==> src/hdl/crfp_pkg.sv <==
// Package for the camera result frame parser.
// Holds the frame constants, register indexes and result kind codes.
// No dependencies.
`default_nettype none

package crfp_pkg;

  localparam int CLEAR_LIMIT = 8;
  localparam int STORE_DEPTH = CLEAR_LIMIT + 1;
  localparam int COUNT_W     = $clog2(STORE_DEPTH + 1);
  localparam int MIN_FRAME   = 4;

  localparam logic [7:0] HEAD_BYTE  = 8'h2C;
  localparam logic [7:0] ID_BYTE    = 8'h12;
  localparam logic [7:0] TAIL_BYTE  = 8'h5B;
  localparam logic [7:0] READY_BYTE = 8'hFF;

  localparam logic REG_PAYLOAD_MODE = 1'b0;
  localparam logic REG_X_OFFSET     = 1'b1;

  localparam logic MODE_BOX   = 1'b0;
  localparam logic MODE_LABEL = 1'b1;

  localparam logic [1:0] KIND_BOX   = 2'd0;
  localparam logic [1:0] KIND_LABEL = 2'd1;
  localparam logic [1:0] KIND_READY = 2'd2;

  typedef logic [7:0] byte_t;

endpackage

`default_nettype wire

==> src/hdl/camera_result_frame_parser.sv <==
// Top level of the camera result frame parser.
// Depends on crfp_pkg for frame constants and result kind codes.
//
// Usage: received bytes enter on rx_byte with in_valid; a beat is taken at a
// rising edge where in_valid is high and in_stall is low. Each byte is held
// in an input register and appended to the frame store once it can advance,
// while the frame checks and the payload decode run. A completed valid
// frame yields one result beat on the output channel; other bytes yield none.
// One byte can be accepted in every cycle unless out_stall holds a result.
// When out_stall holds a result, the input register still accepts a byte if
// it is empty, and in_stall rises only while both registers are full.
// The configuration port writes payload_mode (index 0) or x_offset (index 1)
// whenever cfg_we is high; the user must write it only while the parser is
// idle, and the block itself does not enforce this.
// Reset (rst, synchronous) clears the frame store, the byte count, both
// configuration registers and both valid flags.
`default_nettype none

module camera_result_frame_parser
  import crfp_pkg::*;
(
  input  wire logic        clk,
  input  wire logic        rst,
  input  wire logic        cfg_we,
  input  wire logic        cfg_index,
  input  wire logic [7:0]  cfg_data,
  input  wire logic        in_valid,
  output logic             in_stall,
  input  wire logic [7:0]  rx_byte,
  output logic             out_valid,
  input  wire logic        out_stall,
  output logic [1:0]       result_kind,
  output logic [7:0]       label_value,
  output logic [7:0]       box_width,
  output logic [7:0]       box_height,
  output logic signed [9:0] centre_x
);

  logic               payload_mode;
  logic [7:0]         x_offset;
  byte_t              frame_store [STORE_DEPTH];
  byte_t              frame_store_next [STORE_DEPTH];
  logic [COUNT_W-1:0] byte_count;
  logic [COUNT_W-1:0] byte_count_next;
  logic               s1_valid;
  byte_t              s1_byte;

  logic               out_ready;
  logic               advance;
  logic [COUNT_W-1:0] n;
  byte_t              prev_byte;
  logic               long_enough;
  logic               trailer;
  logic               produced;
  logic [1:0]         kind_next;
  logic [7:0]         label_next;
  logic [7:0]         width_next;
  logic [7:0]         height_next;
  logic [9:0]         centre_next;
  byte_t              d1;
  byte_t              d2;
  byte_t              d3;

  assign out_ready = !out_valid || !out_stall;
  assign advance   = s1_valid && out_ready;
  assign in_stall  = s1_valid && !out_ready;

  assign n = byte_count + COUNT_W'(1);

  always_comb begin
    prev_byte = '0;
    for (int i = 0; i < STORE_DEPTH; i++) begin
      frame_store_next[i] = (COUNT_W'(i) == byte_count) ? s1_byte : frame_store[i];
      if (COUNT_W'(i + 1) == byte_count) begin
        prev_byte = frame_store[i];
      end
    end
  end

  assign d1 = frame_store_next[2];
  assign d2 = frame_store_next[3];
  assign d3 = frame_store_next[4];

  assign long_enough = n >= COUNT_W'(MIN_FRAME);
  assign trailer     = long_enough && (prev_byte == TAIL_BYTE) && (s1_byte == TAIL_BYTE);
  assign produced    = trailer && (frame_store_next[0] == HEAD_BYTE)
                       && (frame_store_next[1] == ID_BYTE);

  always_comb begin
    if ((frame_store_next[0] != HEAD_BYTE) || trailer
        || (long_enough && (n > COUNT_W'(CLEAR_LIMIT)))) begin
      byte_count_next = '0;
    end else begin
      byte_count_next = n;
    end
  end

  always_comb begin
    kind_next   = KIND_READY;
    label_next  = '0;
    width_next  = '0;
    height_next = '0;
    centre_next = '0;
    unique case (payload_mode)
      MODE_BOX: begin
        if ((d1 != READY_BYTE) && (d2 != READY_BYTE) && (d3 != READY_BYTE)) begin
          kind_next   = KIND_BOX;
          width_next  = d2;
          height_next = d3;
          centre_next = {2'b00, d1} - {2'b00, x_offset} + {3'b000, d2[7:1]};
        end
      end
      MODE_LABEL: begin
        if (d1 != READY_BYTE) begin
          kind_next  = KIND_LABEL;
          label_next = d1;
        end
      end
      default: begin
        kind_next = KIND_READY;
      end
    endcase
  end

  always_ff @(posedge clk) begin
    if (rst) begin
      payload_mode <= MODE_BOX;
      x_offset     <= '0;
    end else if (cfg_we) begin
      unique case (cfg_index)
        REG_PAYLOAD_MODE: payload_mode <= cfg_data[0];
        REG_X_OFFSET:     x_offset     <= cfg_data;
        default:          x_offset     <= x_offset;
      endcase
    end
  end

  always_ff @(posedge clk) begin
    if (rst) begin
      s1_valid <= 1'b0;
    end else if (!in_stall) begin
      s1_valid <= in_valid;
    end
  end

  always_ff @(posedge clk) begin
    if (in_valid && !in_stall) begin
      s1_byte <= rx_byte;
    end
  end

  always_ff @(posedge clk) begin
    if (rst) begin
      byte_count <= '0;
      for (int i = 0; i < STORE_DEPTH; i++) begin
        frame_store[i] <= '0;
      end
    end else if (advance) begin
      byte_count <= byte_count_next;
      for (int i = 0; i < STORE_DEPTH; i++) begin
        frame_store[i] <= frame_store_next[i];
      end
    end
  end

  always_ff @(posedge clk) begin
    if (rst) begin
      out_valid <= 1'b0;
    end else if (out_ready) begin
      out_valid <= advance && produced;
    end
  end

  always_ff @(posedge clk) begin
    if (advance && produced) begin
      result_kind <= kind_next;
      label_value <= label_next;
      box_width   <= width_next;
      box_height  <= height_next;
      centre_x    <= centre_next;
    end
  end

endmodule

`default_nettype wire

==> config.mk <==
export PLATFORM = sky130hd
export DESIGN_NAME = camera_result_frame_parser
export DESIGN_NICKNAME = d
export VERILOG_FILES = /design/src/hdl/crfp_pkg.sv /design/src/hdl/camera_result_frame_parser.sv
export SDC_FILE = /design/constraint.sdc
export NUM_CORES = 1
export LEC_CHECK = 0
export BUFFER_PORTS_ARGS = -buffer_cell sky130_fd_sc_hd__buf_2
export CORE_ASPECT_RATIO = 1.25
export CORE_UTILIZATION = 36
export DETAILED_ROUTE_END_ITERATION = 6
export HOLD_SLACK_MARGIN = 0.05
export SETUP_SLACK_MARGIN = 0.02
export SLEW_MARGIN = 20
export SYNTH_ARGS = -nofsm -noshare
export SYNTH_HDL_FRONTEND = slang
export SYNTH_SLANG_ARGS = --single-unit
export TNS_END_PERCENT = 20
==> constraint.sdc <==
create_clock -name clk -period 4.25 [get_ports clk]
set_input_delay 0.85 -clock clk [delete_from_list [all_inputs] [get_ports clk]]
set_output_delay 0.85 -clock clk [all_outputs]
set_load 0.01 [all_outputs]
==> results.md <==
Status:
- The run finished with clean final reports.

Drt:
- The detailed router's first-iteration violation count is 235.
- Summed over all layers, the routed wires come to 15.4 mm.
- The final route contains 4494 vias.
- Dividing the detail-routed via count by the number of cells gives 5.18.
- After detailed routing, the average wire length per cell comes to 17.8 µm.
- The count of nets left with antenna violations once routing finished came out at 0.
- The first detailed-routing pass took 4 iterations.
- The detailed-route DRC error count is 0.

Yosys:
- The top flip-flop cell by instance count after synthesis is edfxtp_1.
- The number of cells produced by synthesis is 561.
- The number of distinct library cell variants in the gate-level netlist after synthesis is 64.
- Counting every net in the synthesized netlist gives 604.
- The synthesized netlist occupies a cell area of 6570 µm².
- The post-synthesis register bit count is 131.
- The warning count from the yosys run is 0.
- Among all cell types in the netlist, the one instantiated most often is edfxtp_1.
- For this run, asynchronously set or reset flops after synthesis account for 0.
- Ranked by total cell area, the synthesized netlist is headed by edfxtp_1 (53%), mux2i_1 (6.2%), nor2_1 (5.4%).
- Sorting the synthesized cells by how often they occur yields edfxtp_1 (116), nor2_1 (95), mux2i_1 (41).
- edfxtp_1 takes more of the synthesized area than any other cell.
- A synthesized cell averages 11.7 µm².
- The area share of the leading cell type in the synthesized netlist is 0.530.
- Yosys mapped a number of flops with a built-in enable equal to 116.
- The sequential element share of the synthesized area is 0.576.

Finish:
- The area added between synthesis and finish is 17.2%.
- The share of cells above drive strength 1 is 0.200.
- Registers take 3780 µm².
- The area of all placed cells without fillers is 7700 µm².
- The net count of the finished layout is 674.
- The final-layout fill cell count is 1649.
- The area used by multi-input combinational logic is 2440 µm².
- The antenna diode count is 0.

GRT:
- The via count of the first global-routing pass is 4660.
- The initial antenna violation count is 0.
- The overflow left after global routing is 0.
- Across every metal layer, demand over resource in global routing totals 0.177.
- Entering global routing, the biggest net connects 41 pins.
- The first global-routing pass estimated 24.9 mm of wire.

Hold path:
- The class of the worst hold path is flip-flop to flip-flop.
- The startpoint identified for the worst hold timing path is x_offset[4].

Power and ir drop:
- The worst-case IR drop observed on VDD is 0.000263 V.
- The ratio of total power to cell area is 430 nW/µm².
- Summed over all cells, the static leakage comes to 3.00 nW.

Floorplanning:
- The vertical extent of the die is 153 µm.
- The floorplan step defined a die boundary enclosing 18800 µm².
- The die width is 123 µm.
- The starting density of the core is 0.372.
- For this design the top-level I/O count stands at 60.
- The floorplan has 54 rows.
- The floorplan step defined a core boundary enclosing 17600 µm².

Worst setup path:
- STA classifies the critical path endpoint as a flip-flop.
- The highest net fanout along the worst path is 7.
- STA puts the critical path data required time at 4.39 ns.
- The worst setup path is launched from a flip-flop.
- The arrival time at the worst endpoint is 4.01 ns.
- Tracing the worst setup path back leads to its startpoint at byte_count[0].
- The launching point of the worst reg2reg path is byte_count[0].
- The worst setup path category is flip-flop to flip-flop.

Place:
- Routability-driven placement finished with a final weighted congestion of 0.859.
- The total placed instance area is 7030 µm².
- The worst setup timing slack at the placement stage is 0.0161 ns.
- After legalization and detailed placement, the total HPWL measured 11.0 mm.
- The count of buffers from port buffering is 59.

Clocking:
- Clock tree synthesis found a total of 131 sinks.
- The clock reaches the later pin of the worst-skew pair after 0.42 ns.
- In this run the deepest clock path goes through 2 buffers.
- The CTS buffer count is 17.
- After clock tree synthesis, the clock-pin slew on the worst setup and hold paths is 0.06 ns.
- The CTS tree is yes.
- The root buffer selected by CTS is clkbuf_16.
- The number of H-tree levels is 4.

Timing:
- Setup repair after global routing left no endpoint under its margin.
- The number of max-slew violations in the final report is 0.
- The number of endpoints with negative hold slack in the final report is 0.
- The final number of setup-violating endpoints is 0.
- In the finished design, the share of the clock period the worst path needs comes to 0.909.
- In the post-route analysis, the smallest setup slack over all paths is 0.385 ns.
- In the final timing run, aggregate negative setup slack is 0 ns.
- Based on the critical path, the design can be clocked at up to 259 MHz.
- The final critical delay including setup and external delays is 3.87 ns.
- Measured against its own limit, the worst slew margin works out to 0.455.
- The actual transition at the worst max-transition pin is 0.818 ns.
- Clock skew on the completed layout was measured at 0.0107 ns.

Job:
- Across the run, the number of max-cap violations was 0.
-- layout by cell type, fill, tap and decap left out, drive strengths merged, types with 5 or more instances in the layout --
| cell type | count |
|---|---|
| xnor2 | 9 |
| nor4b | 5 |
| nand2 | 27 |
| inv | 39 |
| buf | 79 |
| clkbuf | 18 |
| nand3 | 15 |
| nand4 | 7 |
| nor2 | 95 |
| edfxtp | 116 |
| o22ai | 6 |
| or2 | 5 |
| a21oi | 26 |
| a21o | 9 |
| mux2i | 42 |
| nand2b | 9 |
| ha | 19 |
| nor3 | 7 |
| clkinv | 5 |
| dfxtp | 15 |
| and2 | 9 |
| o21ai | 12 |
| nor2b | 6 |
-- logic make-up after synthesis --
kind of cell             count (synthesis)  share of synthesized area
buffers and inverters                   63                     0.0549
AO/OA/AOI/OAI                           80                     0.0796
XOR/XNOR                                11                     0.0147
multiplexers                            42                     0.0646
adder cells (fa/ha/maj)                 21                     0.0423
AND/OR/NAND/NOR                        213                      0.168
flip-flops                             131                      0.576
-- through the flow --
step | utilization | hold slack, ns | total power [mW] | std cells
after floorplan | - | 0.433 | 1.74 | 561
after global routing | 0.436 | 0.472 | 3.43 | 868
after global placement | 0.399 | 0.452 | 1.81 | 831
after CTS | 0.434 | 0.458 | 3.33 | 863
after detailed placement | 0.399 | 0.450 | 1.82 | 831
final | 0.436 | 0.458 | 3.31 | 868
-- cell type report --
class	count	area share
well taps	224	0.0364
repair buffers	79	0.0579
clock inverters	14	0.0228
flip-flops and latches	131	0.492
multi-input cells	367	0.317
inverters	35	0.0171
clock buffers	18	0.0571
-- registers in the layout, indices dropped and copies added (netlist names), 2 cells and up --
register,cells
result_kind,2
centre_x,10
byte_count,4
s1_byte,8
x_offset,8
frame_store,72
label_value,8
box_height,8
box_width,8
-- worst max-delay path: stages (launching register included) --
cell      delay, ns
dfxtp_1        0.37
inv_1          0.12
ha_1           0.19
nor3b_4        0.33
mux2i_2        0.31
ha_1           0.20
inv_1          0.06
fa_1           0.41
a21o_1         0.19
a21oi_1        0.21
nor2_1         0.12
a211oi_2       0.23
xnor2_1        0.15
ha_1           0.21
nor2_1         0.06
a21oi_1        0.22
xnor2_1        0.15
nor2_1         0.06
-- what timing repair did --
item / CTS / global route
setup endpoints to repair: 2 / 4
setup buffers: 0 / 5
pin swaps: 0 / 0
gates resized for setup: 1 / 1
endpoints found under the hold margin: 0 / 0
hold buffers: 0 / 0
-- layer usage --
metal | part of all wire | global-route usage
met1 | 0.41 | 0.204
met2 | 0.52 | 0.306
met3 | 0.032 | 0.0343
met4 | 0.042 | 0.0941
met5 | 0 | 0
-- final timing paths --
path                                    end  slack, ns  cells past startpoint
worst max register to register  centre_x[7]       0.38                     17
worst min-delay path            x_offset[4]       0.46                      2
worst max-delay path            centre_x[7]       0.38                     17
worst min register to register  x_offset[4]       0.46                      2
-- where the power goes --
part           switching (mW)  internal (mW)
sequential             0.0350           1.46
clock                   0.570          0.944
combinational           0.179          0.121
Note: power is estimated with default switching activity, not from simulation.
